$ cat src/design/b64e_pkg.sv
// Shared types, constants and alphabet lookup for the Base64 stream encoder.
`timescale 1ns / 1ps

package b64e_pkg;

	localparam int unsigned LINE_LEN_W = 16;
	localparam int unsigned CFG_IDX_W  = 2;

	localparam logic [LINE_LEN_W-1:0] LINE_LEN_MIN   = 16'd4;
	localparam logic [LINE_LEN_W-1:0] LINE_LEN_RESET = 16'd76;

	localparam logic [CFG_IDX_W-1:0] CFG_URL_ALPHABET  = 2'd0;
	localparam logic [CFG_IDX_W-1:0] CFG_LINE_FEEDS_ON = 2'd1;
	localparam logic [CFG_IDX_W-1:0] CFG_LINE_LENGTH   = 2'd2;

	localparam logic [7:0] CHAR_NL  = 8'h0A;
	localparam logic [7:0] CHAR_PAD = 8'h3D;

	// one gathered group of 1..3 bytes, left aligned
	typedef struct packed {
		logic [23:0] bits;
		logic [1:0]  nbytes;
		logic        last;
	} b64e_group_t;

	typedef struct packed {
		logic                  url_alphabet;
		logic                  line_feeds_on;
		logic [LINE_LEN_W-1:0] line_len;
	} b64e_cfg_t;

	function automatic logic [7:0] b64e_sym(input logic [5:0] idx, input logic url);
		logic [7:0] ch;
		if (idx < 6'd26) begin
			ch = 8'd65 + {2'b00, idx};
		end else if (idx < 6'd52) begin
			ch = 8'd71 + {2'b00, idx};
		end else if (idx < 6'd62) begin
			ch = {2'b00, idx} - 8'd4;
		end else if (idx == 6'd62) begin
			ch = url ? 8'h2D : 8'h2B;
		end else begin
			ch = url ? 8'h5F : 8'h2F;
		end
		return ch;
	endfunction

endpackage

$ cat src/design/base64_stream_encoder.sv
// Top level of the Base64 stream encoder: config registers, gatherer and emitter.
// Usage:
//   Input channel (in_valid/in_stall, in_byte, is_last) takes one raw byte per
//   transfer; is_last closes the message. Output channel (out_valid/out_stall,
//   out_char, end_of_run) gives one character, '=' pad or newline per transfer;
//   end_of_run flags the last character caused by an input byte.
//   A byte that completes a group (third byte or is_last) is held in the group
//   register, from which its characters are loaded into the output register.
//   Other bytes give nothing and are taken every cycle.
//   The emitter sends one character per cycle while out_stall is low, up to five
//   per group (four plus one newline); sustained input over full groups is set by
//   the single output port. A short final group still holds the emitter for up to
//   five characters, pads and newline included.
//   in_stall rises only for a group-completing byte while the group register
//   still holds an unfinished group.
//   Out stall holds the output register; the next group waits in the group
//   register and input stalls behind it.
//   Reset clears the partial group, line offset and config to defaults
//   (standard alphabet, no line feeds, line length 76). The user must write config
//   through cfg_we/cfg_index/cfg_data only while idle; the block does not enforce it.
`timescale 1ns / 1ps

module base64_stream_encoder (
	input  logic                            clk,
	input  logic                            arst_n,
	input  logic                            cfg_we,
	input  logic [b64e_pkg::CFG_IDX_W-1:0]  cfg_index,
	input  logic [b64e_pkg::LINE_LEN_W-1:0] cfg_data,
	input  logic                            in_valid,
	output logic                            in_stall,
	input  logic [7:0]                      in_byte,
	input  logic                            is_last,
	output logic                            out_valid,
	input  logic                            out_stall,
	output logic [7:0]                      out_char,
	output logic                            end_of_run
);
	import b64e_pkg::*;

	b64e_cfg_t   cfg_q;
	logic        grp_valid;
	b64e_group_t grp;
	logic        grp_take;

	always_ff @(posedge clk or negedge arst_n) begin
		if (!arst_n) begin
			cfg_q.url_alphabet  <= 1'b0;
			cfg_q.line_feeds_on <= 1'b0;
			cfg_q.line_len      <= LINE_LEN_RESET;
		end else if (cfg_we) begin
			unique case (cfg_index)
				CFG_URL_ALPHABET:  cfg_q.url_alphabet  <= cfg_data[0];
				CFG_LINE_FEEDS_ON: cfg_q.line_feeds_on <= cfg_data[0];
				CFG_LINE_LENGTH:   cfg_q.line_len      <= cfg_data;
				default: ;
			endcase
		end
	end

	b64e_gather u_gather (
		.clk       (clk),
		.arst_n    (arst_n),
		.in_valid  (in_valid),
		.in_stall  (in_stall),
		.in_byte   (in_byte),
		.is_last   (is_last),
		.grp_valid (grp_valid),
		.grp       (grp),
		.grp_take  (grp_take)
	);

	b64e_emit u_emit (
		.clk        (clk),
		.arst_n     (arst_n),
		.cfg        (cfg_q),
		.grp_valid  (grp_valid),
		.grp        (grp),
		.grp_take   (grp_take),
		.out_valid  (out_valid),
		.out_stall  (out_stall),
		.out_char   (out_char),
		.end_of_run (end_of_run)
	);

`ifndef SYNTHESIS
	a_nl_not_end: assert property (@(posedge clk) disable iff (!arst_n)
		(out_valid && out_char == CHAR_NL) |-> !end_of_run)
		else $error("newline flagged as end of run");

	a_stall_needs_grp: assert property (@(posedge clk) disable iff (!arst_n)
		in_stall |-> grp_valid)
		else $error("input stalled with empty group register");

	a_take_needs_grp: assert property (@(posedge clk) disable iff (!arst_n)
		grp_take |-> (grp_valid && !(out_valid && out_stall)))
		else $error("group released without emitting its last character");

	a_take_ends_run: assert property (@(posedge clk) disable iff (!arst_n)
		grp_take |=> (out_valid && end_of_run))
		else $error("group release did not produce end of run");
`endif

endmodule

$ cat src/design/b64e_gather.sv
// Byte gatherer: collects up to three input bytes and hands a group to the emitter.
`timescale 1ns / 1ps

module b64e_gather (
	input  logic                   clk,
	input  logic                   arst_n,
	input  logic                   in_valid,
	output logic                   in_stall,
	input  logic [7:0]             in_byte,
	input  logic                   is_last,
	output logic                   grp_valid,
	output b64e_pkg::b64e_group_t  grp,
	input  logic                   grp_take
);
	import b64e_pkg::*;

	logic [15:0] held_q;
	logic [1:0]  fill_q;
	logic        grp_valid_q;
	b64e_group_t grp_q;

	logic        complete;
	logic        grp_free;
	logic        accept;
	logic [1:0]  nbytes;
	logic [23:0] bits;

	assign complete = (fill_q == 2'd2) || is_last;
	assign grp_free = !grp_valid_q || grp_take;
	assign in_stall = complete && !grp_free;
	assign accept   = in_valid && !in_stall;
	assign nbytes   = fill_q + 2'd1;

	always_comb begin
		case (fill_q)
			2'd0:    bits = {in_byte, 16'h0000};
			2'd1:    bits = {held_q[7:0], in_byte, 8'h00};
			default: bits = {held_q, in_byte};
		endcase
	end

	always_ff @(posedge clk or negedge arst_n) begin
		if (!arst_n) begin
			held_q      <= '0;
			fill_q      <= '0;
			grp_valid_q <= 1'b0;
		end else begin
			if (grp_take) begin
				grp_valid_q <= 1'b0;
			end
			if (accept) begin
				if (complete) begin
					held_q      <= '0;
					fill_q      <= '0;
					grp_valid_q <= 1'b1;
				end else begin
					held_q <= {held_q[7:0], in_byte};
					fill_q <= nbytes;
				end
			end
		end
	end

	always_ff @(posedge clk) begin
		if (accept && complete) begin
			grp_q.bits   <= bits;
			grp_q.nbytes <= nbytes;
			grp_q.last   <= is_last;
		end
	end

	assign grp_valid = grp_valid_q;
	assign grp       = grp_q;

endmodule

$ cat src/design/b64e_emit.sv
// Character emitter: one character, pad or newline per cycle into the output register unless out_stall holds it.
`timescale 1ns / 1ps

module b64e_emit (
	input  logic                  clk,
	input  logic                  arst_n,
	input  b64e_pkg::b64e_cfg_t   cfg,
	input  logic                  grp_valid,
	input  b64e_pkg::b64e_group_t grp,
	output logic                  grp_take,
	output logic                  out_valid,
	input  logic                  out_stall,
	output logic [7:0]            out_char,
	output logic                  end_of_run
);
	import b64e_pkg::*;

	logic [1:0]            k_q;
	logic [LINE_LEN_W-1:0] offset_q;
	logic                  out_valid_q;
	logic [7:0]            out_char_q;
	logic                  eor_q;

	logic                  out_free;
	logic                  adv;
	logic [LINE_LEN_W-1:0] len;
	logic                  need_nl;
	logic [1:0]            last_idx;
	logic                  at_last;
	logic [5:0]            sextet;
	logic [7:0]            ch;

	assign out_free = !out_valid_q || !out_stall;
	assign adv      = grp_valid && out_free;
	assign len      = (cfg.line_len < LINE_LEN_MIN) ? LINE_LEN_MIN : cfg.line_len;
	assign need_nl  = cfg.line_feeds_on && (offset_q >= len);
	assign last_idx = cfg.url_alphabet ? grp.nbytes : 2'd3;
	assign at_last  = (k_q == last_idx);

	always_comb begin
		case (k_q)
			2'd0:    sextet = grp.bits[23:18];
			2'd1:    sextet = grp.bits[17:12];
			2'd2:    sextet = grp.bits[11:6];
			default: sextet = grp.bits[5:0];
		endcase
	end

	assign ch       = (k_q <= grp.nbytes) ? b64e_sym(sextet, cfg.url_alphabet) : CHAR_PAD;
	assign grp_take = adv && !need_nl && at_last;

	always_ff @(posedge clk or negedge arst_n) begin
		if (!arst_n) begin
			k_q         <= '0;
			offset_q    <= '0;
			out_valid_q <= 1'b0;
		end else begin
			if (out_free) begin
				out_valid_q <= adv;
			end
			if (adv) begin
				if (need_nl) begin
					offset_q <= '0;
				end else begin
					if (at_last) begin
						k_q <= '0;
					end else begin
						k_q <= k_q + 2'd1;
					end
					if (at_last && grp.last) begin
						offset_q <= '0;
					end else if (cfg.line_feeds_on) begin
						offset_q <= offset_q + 16'd1;
					end
				end
			end
		end
	end

	always_ff @(posedge clk) begin
		if (adv) begin
			out_char_q <= need_nl ? CHAR_NL : ch;
			eor_q      <= !need_nl && at_last;
		end
	end

	assign out_valid  = out_valid_q;
	assign out_char   = out_char_q;
	assign end_of_run = eor_q;

endmodule

$ cat config.mk
export PLATFORM = sky130hd
export DESIGN_NAME = base64_stream_encoder
export DESIGN_NICKNAME = d
export VERILOG_FILES = /design/src/design/b64e_pkg.sv /design/src/design/base64_stream_encoder.sv /design/src/design/b64e_gather.sv /design/src/design/b64e_emit.sv
export SDC_FILE = /design/constraint.sdc
export NUM_CORES = 1
export LEC_CHECK = 0
export BUFFER_PORTS_ARGS = -buffer_cell sky130_fd_sc_hd__buf_2
export CORE_MARGIN = 2
export CORE_UTILIZATION = 45
export DETAILED_ROUTE_END_ITERATION = 10
export PLACE_DENSITY_LB_ADDON = 0.12
export SYNTH_ARGS = -nofsm -noshare
export SYNTH_HDL_FRONTEND = slang
export SYNTH_HIERARCHICAL = 1
export SYNTH_SLANG_ARGS = --single-unit
$ cat constraint.sdc
create_clock -name clk -period 8.35 [get_ports clk]
set_clock_uncertainty 0.1 [all_clocks]
set_input_delay 0 -clock clk [delete_from_list [all_inputs] [get_ports clk]]
set_output_delay 0 -clock clk [all_outputs]
set_load 0.005 [all_outputs]
==> metrics.txt <==
Mapped Avg Cell Area 10.7 um^2; die area ~13000 um^2; CTS tree done; Final Critical Period roughly 4.3 ns; #FFs+latches synth between 90 and 100; Max Fclk about 230 MHz; TritonRoute pass-1 iters 5; DR WL/cell approximately 16 um; startpoint types flop; Total GRT Usage a little under 20%; Mapped Cells 489; core area 11400 um^2; die height about 110 um; Critical Path RT ~8.2 ns; Initial Utilization 46.1%; root buf cell clkbuf_16; Post-Syn Area 5240 um^2; PwrDens ~360 nW/um^2; crit path kind reg2reg; Clock Tree Buf Depth 2; Net Count, Synth 552; Synth top area share between 20% and 30%; Yosys top cell by area dfrtp_1; I/O pin cnt between 40 and 50; GP Congestion ~0.86; hpwl dp between 8 and 9 mm; Post-synth EDFFs 36; setup TNS 0 ns; grt ovf 0; fin util 53.9%; CP Cell Sequence nor4_1 > nand4_1 > and2_1 > ha_1 > o21ai_0 > a21oi_1 > o21ai_2 > a21o_1 > nand2_1 > nor2_1 > nand2b_4 > nor2_1 > nor2_2; RSZ-0062 raised after global routing false; worst reg2reg path depth 13; Hold Crit Depth 3; DRT iter0 DRCs roughly 220; initial antenna violation count 0; max_slew headroom approximately a fifth; cell mode on critical path nor2_1; Period Utilization, post-route 51.3%; synth unique cells 71; Final ANT Viol Nets 0; Slew @ Worst Pin 1.22 ns; detailed-route wire length between 10 and 15 mm; total power ~2.2 mW; Static Leakage ~2.7 nW; ratio of cells with drive above 1 in the final layout between 15 and 20%; run status finished clean; nets@finish 624; vias in the first global route 3702; CTS H-tree depth 3; crit path max fanout 27; DRC errors left 0; # setup viols final 0; TritonCTS Sinks 92; Fillers between 1000 and 1500; cts bufs inserted 9; worst skew pair latency around 0.33 ns; number of vias per cell 5.51; largest stage delay on the critical path approximately 0.94 ns; register area share after synthesis a little under half; Fin. Hold Viols 0; Commonest cells post-synth nand2_1 (69), dfrtp_1 (53), edfxtp_1 (36); Min-Delay Path Class in2reg; CP Data Arrival Time 4.13 ns; Synth Flop Type dfrtp_1; Max-Cap Viols 0; Final Max Tran Viols 0; slowest stage cell, crit path nor2_2; Worst-path clk slew around 0.06 ns; area added between synthesis and finish 17.0%; row count 39; die width roughly 110 um; share of flip-flops with an asynchronous set or reset about three fifths; number of diodes 0; first-pass GRT wire length 19.3 mm; Ys Warns 6; Worst Setup End Kind flop; Port-buffer cells 42; Peak VDD IR approximately 0.13 mV; count leader, synth nand2_1; synth top area cells dfrtp_1 (25%), edfxtp_1 (21%), ha_1 (7.4%), nand2_1 (4.9%), a22o_1 (3.3%); pin count of the biggest net entering global routing 57; via count ~3900
-- per-stage QoR --
stage	cells	hold WS [ns]	worst slack [ns]	area [um^2]
floorplan	489	-0.396	4.40	5240
global route	709	0.0981	3.68	6130
global placement	662	0.102	4.15	5540
finish	709	0.0800	4.07	6130
CTS	709	0.0674	4.01	6130
detailed placement	662	0.118	4.02	5540
-- critical path, delay by kind of cell, from the launching register on --
family          cells  cell delay [ns]
compound gates      4             0.94
flops               1             0.40
fa+ha+maj           1             0.27
simple gates        8             2.18
-- area by class of cell --
class	instances	area [um^2]	share of cell area [%]
multi-input cells	348	2520	41.2
inverters	35	131	2.14
clock inverters	3	12.5	0.204
flip-flops and latches	92	2490	40.6
clock buffers	13	262	4.27
repair buffers	75	536	8.74
well taps	143	179	2.92
-- cell families after synthesis --
logic type      synth area share (%)
flops                           47.4
fa+ha+maj                       7.40
simple gates                    16.1
xor+xnor                       0.502
mux                             5.78
compound gates                  18.3
buf+inv                         4.46
-- path summary, 6_finish.rpt --
kind,start,slack [ns],end
worst min-delay path,cfg_we,0.08,cfg_q[17]
worst max-delay path,cfg_q[7],4.07,u_gather/grp[20]
worst min register to register,u_gather/held_q[8],0.40,u_gather/held_q[8]
worst max register to register,cfg_q[7],4.07,u_gather/grp[20]
max in group asynchronous,arst_n,7.38,u_emit/offset_q[14]
min in group asynchronous,arst_n,0.23,u_gather/held_q[12]
-- placed cells by master, fill, tap and decap left out, types with 10 or more instances in the layout --
| master | count |
|---|---|
| ha_1 | 31 |
| nor2_1 | 12 |
| inv_1 | 34 |
| a22oi_1 | 11 |
| dfrtp_1 | 53 |
| a22o_1 | 20 |
| o21ai_0 | 21 |
| and2_1 | 13 |
| buf_2 | 42 |
| mux2_2 | 10 |
| a21oi_1 | 21 |
| nand2_1 | 69 |
| nand2b_1 | 11 |
| dlygate4sd3_1 | 31 |
| edfxtp_1 | 36 |
| nand3_1 | 10 |
| clkbuf_16 | 10 |
| mux2_4 | 10 |
-- power by group --
group / internal, mW / switching, mW / total [mW] / leakage, nW
combinational: 0.450 / 0.610 / 1.06 / 1.54
clock: 0.218 / 0.163 / 0.381 / 0.134
sequential: 0.663 / 0.124 / 0.787 / 0.997
total: 1.33 / 0.898 / 2.23 / 2.67
-- state kept, by name, indices dropped and copies added, names as in the netlist --
name and cells:
u_gather/grp 27, cfg_q 18, u_emit/offset_q 16, u_gather/held_q 16, u_emit/out_char 8, u_emit/k_q 2, u_gather/fill_q 2, u_emit/end_of_run 1
u_emit/out_valid 1, u_gather/grp_valid 1
-- repair_timing --
| item | CTS | global route |
|---|---|---|
| endpoints found under the hold margin | 106 | 0 |
| resized for setup | 0 | 0 |
| buffers inserted | 0 | 0 |
| hold buffers | 31 | 0 |
-- metal layers --
layer	global-route usage, %	part of all wire (%)
met5	0	0
met4	6.91	1.3
met3	2.34	3.4
met2	27.3	42
met1	30.6	53
No activity file was read; power rests on OpenSTA's default activity.
